**config.mk**
```make
export PLATFORM = sky130hd
export DESIGN_NAME = aes_sbox_forward_inverse_unit_flat
export DESIGN_NICKNAME = d
export VERILOG_FILES = /design/src/hw/rtl/aessb_pkg.sv /design/src/hw/rtl/aessb_in_if.sv /design/src/hw/rtl/aessb_out_if.sv /design/src/hw/rtl/aessb_datapath.sv /design/src/hw/rtl/aes_sbox_forward_inverse_unit.sv /design/src/flat_wrapper.sv
export SDC_FILE = /design/constraint.sdc
export NUM_CORES = 1
export LEC_CHECK = 0
export ABC_CLOCK_PERIOD_IN_PS = 16200
export BUFFER_PORTS_ARGS = -buffer_cell sky130_fd_sc_hd__buf_2
export CORE_MARGIN = 4
export CORE_UTILIZATION = 50
export DETAILED_ROUTE_END_ITERATION = 7
export PLACE_DENSITY_LB_ADDON = 0.08
export SLEW_MARGIN = 10
export SYNTH_ARGS = -nofsm -noshare
export SYNTH_HDL_FRONTEND = slang
export SYNTH_SLANG_ARGS = --single-unit
```
**constraint.sdc**
```tcl
create_clock -name clk -period 16.2 [get_ports clk]
set_input_delay 0.81 -clock clk [delete_from_list [all_inputs] [get_ports clk]]
set_output_delay 0.81 -clock clk [all_outputs]
set_load 0.01 [all_outputs]
```
**src/hw/rtl/aessb_pkg.sv**
```systemverilog
// ----------------------------------------------------------------------------
// aessb_pkg
// GF(2^8) arithmetic and AES affine transforms shared by the S-box pipeline.
// ----------------------------------------------------------------------------
package aessb_pkg;

  localparam logic [7:0] RED_LOW   = 8'h1B;  // x^4+x^3+x+1
  localparam logic [7:0] FWD_CONST = 8'h63;
  localparam logic [7:0] INV_CONST = 8'h05;

  localparam logic ACT_FWD = 1'b0;
  localparam logic ACT_INV = 1'b1;

  function automatic logic [7:0] xtime(input logic [7:0] x);
    xtime = {x[6:0], 1'b0} ^ (x[7] ? RED_LOW : 8'h00);
  endfunction

  // shift-and-add multiply, eight narrow steps
  function automatic logic [7:0] gf_mul(input logic [7:0] a, input logic [7:0] b);
    logic [7:0] acc;
    logic [7:0] x;
    acc = 8'h00;
    x   = a;
    for (int i = 0; i < 8; i++) begin
      if (b[i]) acc = acc ^ x;
      x = xtime(x);
    end
    gf_mul = acc;
  endfunction

  function automatic logic [7:0] gf_sq(input logic [7:0] a);
    gf_sq = gf_mul(a, a);
  endfunction

  function automatic logic [7:0] affine_fwd(input logic [7:0] b);
    affine_fwd = b ^ {b[6:0], b[7]} ^ {b[5:0], b[7:6]} ^ {b[4:0], b[7:5]}
               ^ {b[3:0], b[7:4]} ^ FWD_CONST;
  endfunction

  function automatic logic [7:0] affine_inv(input logic [7:0] b);
    affine_inv = {b[6:0], b[7]} ^ {b[4:0], b[7:5]} ^ {b[1:0], b[7:2]} ^ INV_CONST;
  endfunction

endpackage

```
**src/hw/rtl/aessb_in_if.sv**
```systemverilog
// ----------------------------------------------------------------------------
// aessb_in_if
// Request channel into the S-box: direction bit and byte.
// ----------------------------------------------------------------------------
interface aessb_in_if;
  logic       valid;
  logic       ready;
  logic       action;
  logic [7:0] data_in;

  modport source (output valid, output action, output data_in, input ready);
  modport sink   (input valid, input action, input data_in, output ready);
endinterface

```
**src/hw/rtl/aessb_out_if.sv**
```systemverilog
// ----------------------------------------------------------------------------
// aessb_out_if
// Result channel out of the S-box: substituted byte.
// ----------------------------------------------------------------------------
interface aessb_out_if;
  logic       valid;
  logic       ready;
  logic [7:0] data_out;

  modport source (output valid, output data_out, input ready);
  modport sink   (input valid, input data_out, output ready);
endinterface

```
**src/hw/rtl/aessb_datapath.sv**
```systemverilog
// ----------------------------------------------------------------------------
// aessb_datapath
// Three-stage S-box datapath: a^254 by addition chain, affine on either side.
// ----------------------------------------------------------------------------
module aessb_datapath (
  input  logic       clk,
  input  logic       en,
  input  logic       action,
  input  logic [7:0] data_in,
  output logic [7:0] data_out
);
  import aessb_pkg::*;

  // stage 1: pre-affine, a and a^3
  logic [7:0] a1_r, a1_nxt;
  logic [7:0] a3_r, a3_nxt;
  logic       act1_r;
  // stage 2: a^14, a^15
  logic [7:0] a14_r, a14_nxt;
  logic [7:0] a15_r, a15_nxt;
  logic       act2_r;
  // stage 3: a^254 = a^240 * a^14, post-affine
  logic [7:0] out_r, out_nxt;

  logic [7:0] a12;
  logic [7:0] a240;
  logic [7:0] inv;

  always_comb begin
    a1_nxt = (action == ACT_INV) ? affine_inv(data_in) : data_in;
    a3_nxt = gf_mul(gf_sq(a1_nxt), a1_nxt);
  end

  always_comb begin
    a12     = gf_sq(gf_sq(a3_r));
    a14_nxt = gf_mul(a12, gf_sq(a1_r));
    a15_nxt = gf_mul(a12, a3_r);
  end

  always_comb begin
    a240    = gf_sq(gf_sq(gf_sq(gf_sq(a15_r))));
    inv     = gf_mul(a240, a14_r);
    out_nxt = (act2_r == ACT_INV) ? inv : affine_fwd(inv);
  end

  always_ff @(posedge clk) begin
    if (en) begin
      a1_r   <= a1_nxt;
      a3_r   <= a3_nxt;
      act1_r <= action;
      a14_r  <= a14_nxt;
      a15_r  <= a15_nxt;
      act2_r <= act1_r;
      out_r  <= out_nxt;
    end
  end

  assign data_out = out_r;

endmodule

```
**src/hw/rtl/aes_sbox_forward_inverse_unit.sv**
```systemverilog
// ----------------------------------------------------------------------------
// aes_sbox_forward_inverse_unit
// Forward / inverse AES S-box, one byte per cycle unless out_chan stalls, three pipeline stages.
// ----------------------------------------------------------------------------
// Usage:
//   in_chan  : request with action (0 forward, 1 inverse) and data_in.
//   out_chan : substituted byte on data_out.
//   Both channels use valid/ready; a transfer happens when both are high.
//   The field inverse is an addition chain to a^254 split over three
//   register stages, with the affine transforms folded into the first and
//   last.
//   Throughput is one request per cycle while out_chan.ready stays high.
//   When the receiver stalls with a result waiting, the whole pipeline
//   holds and in_chan.ready drops; empty stages behind the stalled result
//   hold as well, so bubbles are not squeezed out during a stall.
//   Reset (rst_n low, synchronous) empties the pipeline; no state besides
//   the stage valid bits.
// ----------------------------------------------------------------------------
module aes_sbox_forward_inverse_unit (
  input  logic        clk,
  input  logic        rst_n,
  aessb_in_if.sink    in_chan,
  aessb_out_if.source out_chan
);
  import aessb_pkg::*;

  localparam int STAGES = 3;

  logic [STAGES-1:0] vld_r, vld_nxt;
  logic              adv;

  // a stage moves when the last one is empty or being drained
  assign adv     = !vld_r[STAGES-1] || out_chan.ready;
  assign vld_nxt = {vld_r[STAGES-2:0], in_chan.valid};

  always_ff @(posedge clk) begin
    if (!rst_n) begin
      vld_r <= '0;
    end else if (adv) begin
      vld_r <= vld_nxt;
    end
  end

  aessb_datapath u_dp (
    .clk      (clk),
    .en       (adv),
    .action   (in_chan.action),
    .data_in  (in_chan.data_in),
    .data_out (out_chan.data_out)
  );

  assign in_chan.ready  = adv;
  assign out_chan.valid = vld_r[STAGES-1];

  logic in_acc;
  assign in_acc = in_chan.valid && in_chan.ready;

  a_reset_empty: assert property (@(posedge clk) !rst_n |=> !out_chan.valid)
    else $error("pipeline not empty after reset");

  a_stall_holds: assert property (@(posedge clk) disable iff (!rst_n)
    !adv |=> $stable(vld_r))
    else $error("valid bits moved during stall");

  a_latency: assert property (@(posedge clk) disable iff (!rst_n)
    (in_acc ##1 adv ##1 adv) |=> out_chan.valid)
    else $error("request did not reach output after three advances");

  a_no_phantom: assert property (@(posedge clk) disable iff (!rst_n)
    (adv && !in_chan.valid ##1 adv ##1 adv) |=> !out_chan.valid)
    else $error("result appeared without a request");

endmodule

```
**src/flat_wrapper.sv**
```systemverilog
// flat-port wrapper written by rule: the top's interface ports become plain ports
module aes_sbox_forward_inverse_unit_flat import aessb_pkg::*;
  (clk, rst_n, in_chan_valid, in_chan_action, in_chan_data_in, in_chan_ready, out_chan_valid, out_chan_data_out, out_chan_ready);
  aessb_in_if in_chan_i ();
  aessb_out_if out_chan_i ();
  input  logic clk;
  input  logic rst_n;
  input wire logic [$bits(in_chan_i.valid)-1:0] in_chan_valid;
  input wire logic [$bits(in_chan_i.action)-1:0] in_chan_action;
  input wire logic [$bits(in_chan_i.data_in)-1:0] in_chan_data_in;
  output wire logic [$bits(in_chan_i.ready)-1:0] in_chan_ready;
  output wire logic [$bits(out_chan_i.valid)-1:0] out_chan_valid;
  output wire logic [$bits(out_chan_i.data_out)-1:0] out_chan_data_out;
  input wire logic [$bits(out_chan_i.ready)-1:0] out_chan_ready;
  assign in_chan_i.valid = in_chan_valid;
  assign in_chan_i.action = in_chan_action;
  assign in_chan_i.data_in = in_chan_data_in;
  assign in_chan_ready = in_chan_i.ready;
  assign out_chan_valid = out_chan_i.valid;
  assign out_chan_data_out = out_chan_i.data_out;
  assign out_chan_i.ready = out_chan_ready;
  aes_sbox_forward_inverse_unit u_core (.clk(clk), .rst_n(rst_n), .in_chan(in_chan_i), .out_chan(out_chan_i));
endmodule
```
Yosys cells after proc, flatten, opt, wreduce, memory -nomap -nowiden
Cells that the tools add are included.
{"block": "op_classes", "n_mux": 175, "bitwise_logic": 169, "n_reduce_logical": 2}
{"cell": "$mux 8", "count": 98}
{"cell": "$xor 8x8->8", "count": 90}
{"cell": "$xor 8x5->8", "count": 77}
{"cell": "$mux 5", "count": 77}
{"cell": "$not 4->4", "count": 1}
{"cell": "$not 2->2", "count": 1}
{"cell": "$logic_not 1->1", "count": 1}
{"cell": "$logic_or 1x1->1", "count": 1}
{"block": "word_totals", "register_bits": 45, "inputBits": 13, "word_cells": 354}

Longest topological paths before layout
{"block": "logic_depth", "ltp_word": 86, "mapped_depth": 35, "ltp_nobuf": 33}

Cells and area by module
Synthesis repeated with hierarchy kept, for this count alone.
{"block": "hier_totals", "cells_unflattened": 1616, "area_unflattened_um2": 12489.5}
{"mod": "aessb_datapath", "n_inst": 1, "cells_each": 1605, "area_each_um2": 12373.1, "seq_area_each_um2": 1261.2}
{"mod": "aes_sbox_forward_inverse_unit", "n_inst": 1, "cells_each": 11, "area_each_um2": 116.4, "seq_area_each_um2": 60.1}

Worst setup path before layout
No wires, ideal clock.
{"block": "synth_path", "kind": "register to register", "start": "register u_core.u_dp.a15_r[0]", "end": "register u_core.u_dp.out_r[4] (netlist: u_core.u_dp.data_out[4]), data pin", "setup_time_ns": 0.261, "t_arrival_ns": 8.472, "t_required_ns": 15.939, "slack_ns": 7.467, "stages_incl_launch_ff": 34, "path_buffers": 2, "synth_period_minus_slack_ns": 8.733, "cell_sequence": "edfxtp_1 -> ha_1 -> mux2i_1 -> xnor3_1 -> xnor2_2 -> xnor2_1 -> ha_1 -> xnor2_1 -> mux2i_1 -> mux2i_1 -> xnor2_1 -> inv_1 -> ha_1 -> clkbuf_1 -> nand2_1 -> xor2_1 -> xnor2_1 -> inv_2 -> ha_1 -> xnor2_1 -> xnor2_1 -> nor2b_1 -> xnor3_1 -> buf_2 -> xnor2_1 -> xnor3_1 -> or4_1 -> o211ai_1 -> xnor3_1 -> xor2_2 -> xor2_2 -> xnor2_1 -> nor2_1 -> xor2_1"}
{"block": "synth_via", "elab_chain_len": 82, "elab_cells_between_ends": 143}
{"element": "start, declared", "line": "aessb_datapath.sv:20", "source": "logic [7:0] a15_r, a15_nxt;"}
{"element": "start signal, assigned", "line": "aessb_datapath.sv:52", "source": "a15_r <= a15_nxt;"}
{"element": "$mux 8", "line": "aessb_pkg.sv:25", "source": "if (b[i]) acc = acc ^ x;"}
{"element": "$xor 8x8->8", "line": "aessb_pkg.sv:25"}
{"element": "$mux 8", "line": "aessb_pkg.sv:25"}
{"element": "$xor 8x8->8", "line": "aessb_pkg.sv:25"}
{"element": "$mux 8", "line": "aessb_pkg.sv:25"}
{"element": "$xor 8x8->8", "line": "aessb_pkg.sv:25"}
{"element": "$mux 8", "line": "aessb_pkg.sv:25"}
{"element": "$xor 8x8->8", "line": "aessb_pkg.sv:25"}
{"element": "(+65 left out)"}
{"element": "$xor 8x8->8", "line": "aessb_pkg.sv:25"}
{"element": "$mux 8", "line": "aessb_pkg.sv:25"}
{"element": "$xor 8x8->8", "line": "aessb_pkg.sv:25"}
{"element": "$mux 8 *", "line": "aessb_pkg.sv:25"}
{"element": "$xor 8x8->8 (3 in a row)", "line": "aessb_pkg.sv:36", "source": "affine_fwd = b ^ {b[6:0], b[7]} ^ {b[5:0], b[7:6]} ^ {b[4:0], b[7:5]}"}
{"element": "$xor 8x8->8", "line": "aessb_pkg.sv:37", "source": "^ {b[3:0], b[7:4]} ^ FWD_CONST;"}
{"element": "$mux 8 *", "line": "aessb_datapath.sv:43", "source": "out_nxt = (act2_r == ACT_INV) ? inv : affine_fwd(inv);"}
{"element": "net u_core.u_dp.out_nxt[4]", "line": "aessb_datapath.sv:23", "source": "logic [7:0] out_r, out_nxt;"}
{"element": "end signal, assigned", "line": "aessb_datapath.sv:54", "source": "out_r <= out_nxt;"}
{"element": "end, declared", "line": "aessb_datapath.sv:23"}
Mark *: on every way through the listed nets, which the timed path passes. The rest lies on a longest branch.
A chain may end at the register's enable or synchronous reset.

Final worst setup path
{"block": "layout_path", "start": "register u_core.u_dp.a15_r[7]", "end": "register u_core.u_dp.out_r[4] (netlist: u_core.u_dp.data_out[4]), data pin"}
{"block": "layout_via", "elab_chain_len": 83, "elab_cells_between_ends": 146}
{"element": "$mux 5", "line": "aessb_pkg.sv:15", "source": "xtime = {x[6:0], 1'b0} ^ (x[7] ? RED_LOW : 8'h00);"}
{"element": "$xor 8x5->8", "line": "aessb_pkg.sv:15"}
{"element": "$xor 8x8->8", "line": "aessb_pkg.sv:25"}
{"element": "$mux 8", "line": "aessb_pkg.sv:25"}
{"element": "$xor 8x8->8", "line": "aessb_pkg.sv:25"}
{"element": "$mux 8", "line": "aessb_pkg.sv:25"}
{"element": "$xor 8x8->8", "line": "aessb_pkg.sv:25"}
{"element": "$mux 8", "line": "aessb_pkg.sv:25"}
{"element": "(+66 left out)"}
{"element": "$xor 8x8->8", "line": "aessb_pkg.sv:25"}
{"element": "$mux 8", "line": "aessb_pkg.sv:25"}
{"element": "$xor 8x8->8", "line": "aessb_pkg.sv:25"}
{"element": "$mux 8 *", "line": "aessb_pkg.sv:25"}
{"element": "$xor 8x8->8 (3 in a row)", "line": "aessb_pkg.sv:36"}
{"element": "$xor 8x8->8", "line": "aessb_pkg.sv:37"}
{"element": "$mux 8 *", "line": "aessb_datapath.sv:43"}
{"element": "net u_core.u_dp.out_nxt[4]", "line": "aessb_datapath.sv:23"}
Marks and branches as above.

==> results by group <==
Die
  • Num ports: 23
  • Die area: between 20000 and 30000 µm²
  • Core area: approximately 24000 µm²
  • Initial Util: 0.510
  • Num rows: 56
  • Die X: 163 µm
  • DIE HEIGHT: 163 µm

Routing
  • Avg WL per Cell: between 15 and 20 µm
  • DR vias: about 10000
  • 1st-pass router iterations: 5
  • Drt via density: between 5 and 6
  • DRC: 0
  • Iter 0 DRT Violations: between 600 and 700
  • Post-DRT Antenna Nets: 0
  • Post-Route WL: ~28 mm

Synthesis
  • Post-Syn Instances: around 1600
  • Sequential area share after synthesis: 0.110
  • Synth warn: 0
  • Post-synth EDFFs: between 40 and 50
  • Flops & latches, synth: 45
  • Syn nets: 1574
  • Synthesized area: 12100 µm²
  • Synth unique cells: roughly 90
  • Syn avg cell area: roughly 7.8 µm²
  • Synth Flop Type: edfxtp_1
  • Asr flop ratio synth: 0

Critical path
  • Critical path type: reg2reg
  • Critical Path Source Type: register
  • Cell mode on critical path: xnor2_1
  • Reg2reg setup slack: a little under 6000 ps
  • Critical Path Fanout Max: 15
  • Worst r2r path cells: 29
  • CP Data Arrival Time: 10390 ps
  • Worst path top cell family by delay: XOR/XNOR gates
  • Reg2Reg Launch Point: u_core.u_dp.a15_r[7]$_DFFE_PP_
  • CP max-delay cell: o31ai_1
  • Crit path largest cell delay: a little under 800 ps
  • R2r endpoint: u_core.u_dp.data_out[4]$_DFFE_PP_
  • Data required time at the worst endpoint: approximately 16000 ps
  • Buf/Inv on CP: 3
  • Crit. End Element: register

GRT
  • First-pass GRT wire length: between 40 and 50 mm
  • Global Route Usage Sum: 0.213
  • Initial antenna violation count: 0
  • Overflow after GRT: 0
  • Vias in the first global route: between 9000 and 10000
  • Largest net degree at the start of global routing: 46

Timing
  • Worst-margin pin slew: 1110 ps
  • Fin crit period: about 10000 ps
  • Setup TNS: 0 ps
  • Fin. Hold Viols: 0
  • Max-slew violations: 0
  • Max transition margin: 0.256
  • Skew final: 6.92 ps
  • FMAX: 0.0967 GHz
  • Final setup vio count: 0
  • Fraction of the cycle the final worst path needs: 0.638
  • RSZ-0062 raised after global routing: false

Min path
  • Min-Delay Path Depth: 0
  • Hold wc startpoint: u_core.u_dp.act1_r$_DFFE_PP_
  • Hold crit path type: reg2reg
  • Worst hold endpoint: u_core.u_dp.act2_r$_DFFE_PP_

Clocking
  • Hold_buf cts: 0
  • Clock latency on the worst-skew pair: between 200 and 300 ps
  • Root Buffer: clkbuf_16
  • CTS Sinks: 45
  • Cts bufs inserted: 5
  • Bufs on Longest Clock Path: 2
  • Worst-path clk slew: roughly 70 ps
  • H-tree depth: 2
  • CTS tree: built
  • Postcts setup bufs: 0
  • CTS resizes: 0

Cells and area
  • Nets: around 1500
  • Share of cells above drive strength 1: 0.0737
  • Area Overhead vs Synth: 4.37%
  • ANT cells: 0
  • Finished Cell Area: between 10000 and 15000 µm²

Status
  • Outcome: finished clean

Placement
  • Port-buffer cells: 22
  • Dpl cell area: 12400 µm²
  • GP Congestion: 0.843
  • Detail Placement HPWL: approximately 21 mm

Flow run
  • Number of max-cap violations: 0
[cell usage after synthesis, types with 4 or more instances]
| library cell | n | share of area |
|---|---|---|
| xnor2_2 | 17 | 0.023 |
| xor2_2 | 4 | 0.0054 |
| mux2_2 | 4 | 0.0037 |
| or3_1 | 10 | 0.0052 |
| edfxtp_1 | 42 | 0.10 |
| inv_2 | 4 | 0.0012 |
| o2111ai_1 | 6 | 0.0044 |
| and2_1 | 5 | 0.0026 |
| xor2_1 | 104 | 0.076 |
| a31oi_1 | 4 | 0.0021 |
| o211a_1 | 5 | 0.0042 |
| a21o_1 | 4 | 0.0025 |
| o211ai_1 | 12 | 0.0075 |
| nor2_1 | 171 | 0.053 |
| xnor3_1 | 32 | 0.060 |
| a211oi_1 | 9 | 0.0056 |
| clkbuf_1 | 62 | 0.019 |
| a32oi_1 | 5 | 0.0036 |
| ha_1 | 8 | 0.0083 |
| a221o_1 | 4 | 0.0033 |
| o31ai_1 | 7 | 0.0044 |
| nand4_1 | 6 | 0.0031 |
| nand2b_1 | 20 | 0.010 |
| o21ai_0 | 54 | 0.022 |
| nand2_1 | 202 | 0.063 |
| inv_1 | 28 | 0.0087 |
| a211o_1 | 4 | 0.0029 |
| buf_1 | 10 | 0.0031 |
| xnor2_1 | 400 | 0.29 |
| a22oi_1 | 13 | 0.0081 |
| nor3_1 | 29 | 0.012 |
| mux2i_1 | 37 | 0.031 |
| o221ai_1 | 6 | 0.0044 |
| o22ai_1 | 8 | 0.0042 |
| nand3_1 | 29 | 0.012 |
| nand3b_1 | 4 | 0.0025 |
| nor2b_1 | 15 | 0.0078 |
| buf_2 | 12 | 0.0050 |
| o21a_1 | 4 | 0.0025 |
| a21boi_0 | 4 | 0.0025 |
| a21oi_1 | 58 | 0.024 |
[registers in the layout (all words and copies together), names as in the netlist]
| register | cells |
|---|---|
| u_core.u_dp.a14_r | 8 |
| u_core.u_dp.act2_r | 1 |
| u_core.vld_r | 3 |
| u_core.u_dp.a1_r | 8 |
| u_core.u_dp.a15_r | 8 |
| u_core.u_dp.act1_r | 1 |
| u_core.u_dp.data_out | 8 |
| u_core.u_dp.a3_r | 8 |
[layout make-up]
type | instances | area, µm²
Clock buffer | 6 | 129
Clock inverter | 2 | 38.8
Fill cell | 2315 | 11000
Inverter | 34 | 128
Multi-Input combinational cell | 1386 | 10300
Sequential cell | 45 | 1320
Tap cell | 319 | 399
Timing Repair Buffer | 47 | 298
[cells in the final DEF (no fill, tap or decap), types with 9 or more instances in the layout]
master and n:
xnor2_1 397, nand2_1 202, nor2_1 171, xor2_1 104
a21oi_1 58, o21ai_0 54, edfxtp_1 42, mux2i_1 36
xnor3_1 32, nand3_1 29, nor3_1 29, inv_1 27
buf_4 25, buf_2 22, nand2b_1 20, xnor2_2 20
nor2b_1 15, a22oi_1 13, o211ai_1 12, or3_1 10
a211oi_1 9
[how the worst max path moves through the flow]
stage                                    from                           endpoint  slack, ps  cells past startpoint
6_report       u_core.u_dp.a15_r[7]$_DFFE_PP_  u_core.u_dp.data_out[4]$_DFFE_PP_       5860                     29
3_5_place_dp   u_core.u_dp.a15_r[7]$_DFFE_PP_  u_core.u_dp.data_out[5]$_DFFE_PP_       5980                     29
4_1_cts        u_core.u_dp.a15_r[7]$_DFFE_PP_  u_core.u_dp.data_out[5]$_DFFE_PP_       5920                     29
2_1_floorplan  u_core.u_dp.a15_r[0]$_DFFE_PP_  u_core.u_dp.data_out[4]$_DFFE_PP_       7470                     33
5_1_grt        u_core.u_dp.a15_r[7]$_DFFE_PP_  u_core.u_dp.data_out[5]$_DFFE_PP_       4960                     29
3_3_place_gp   u_core.u_dp.a15_r[7]$_DFFE_PP_  u_core.u_dp.data_out[4]$_DFFE_PP_       6180                     29
[cells by family (layout without fill, tap and decap cells)]
| family | Yosys count | in the layout | share of synthesized area |
|---|---|---|---|
| buffers and inverters | 122 | 89 | 0.0408 |
| and+or+nand+nor | 517 | 517 | 0.188 |
| adders and majority gates | 8 | 8 | 0.00830 |
| DFF | 45 | 45 | 0.110 |
| muxes | 41 | 41 | 0.0345 |
| AOI/OAI and AO/OA | 255 | 255 | 0.148 |
| xor gates and xnor gates | 565 | 565 | 0.471 |
[through the flow]
| step | hold WS (ps) | utilization | cells | setup slack [ps] |
|---|---|---|---|---|
| after floorplan | 400 | - | 1553 | 7470 |
| after global placement | 401 | 0.525 | 1831 | 6180 |
| after detailed placement | 406 | 0.525 | 1831 | 5980 |
| after CTS | 422 | 0.532 | 1839 | 5920 |
| after global routing | 429 | 0.533 | 1839 | 4960 |
| final | 423 | 0.533 | 1839 | 5860 |
[per-layer routing]
| layer | track usage | part of all wire |
|---|---|---|
| met4 | 0.0320 | 0.0066 |
| met3 | 0.0109 | 0.027 |
| met5 | 0 | 0 |
| met2 | 0.372 | 0.49 |
| met1 | 0.298 | 0.48 |
Power is not shown: default switching activity piles up to over one toggle a cycle in this logic, so the estimate is an artifact.
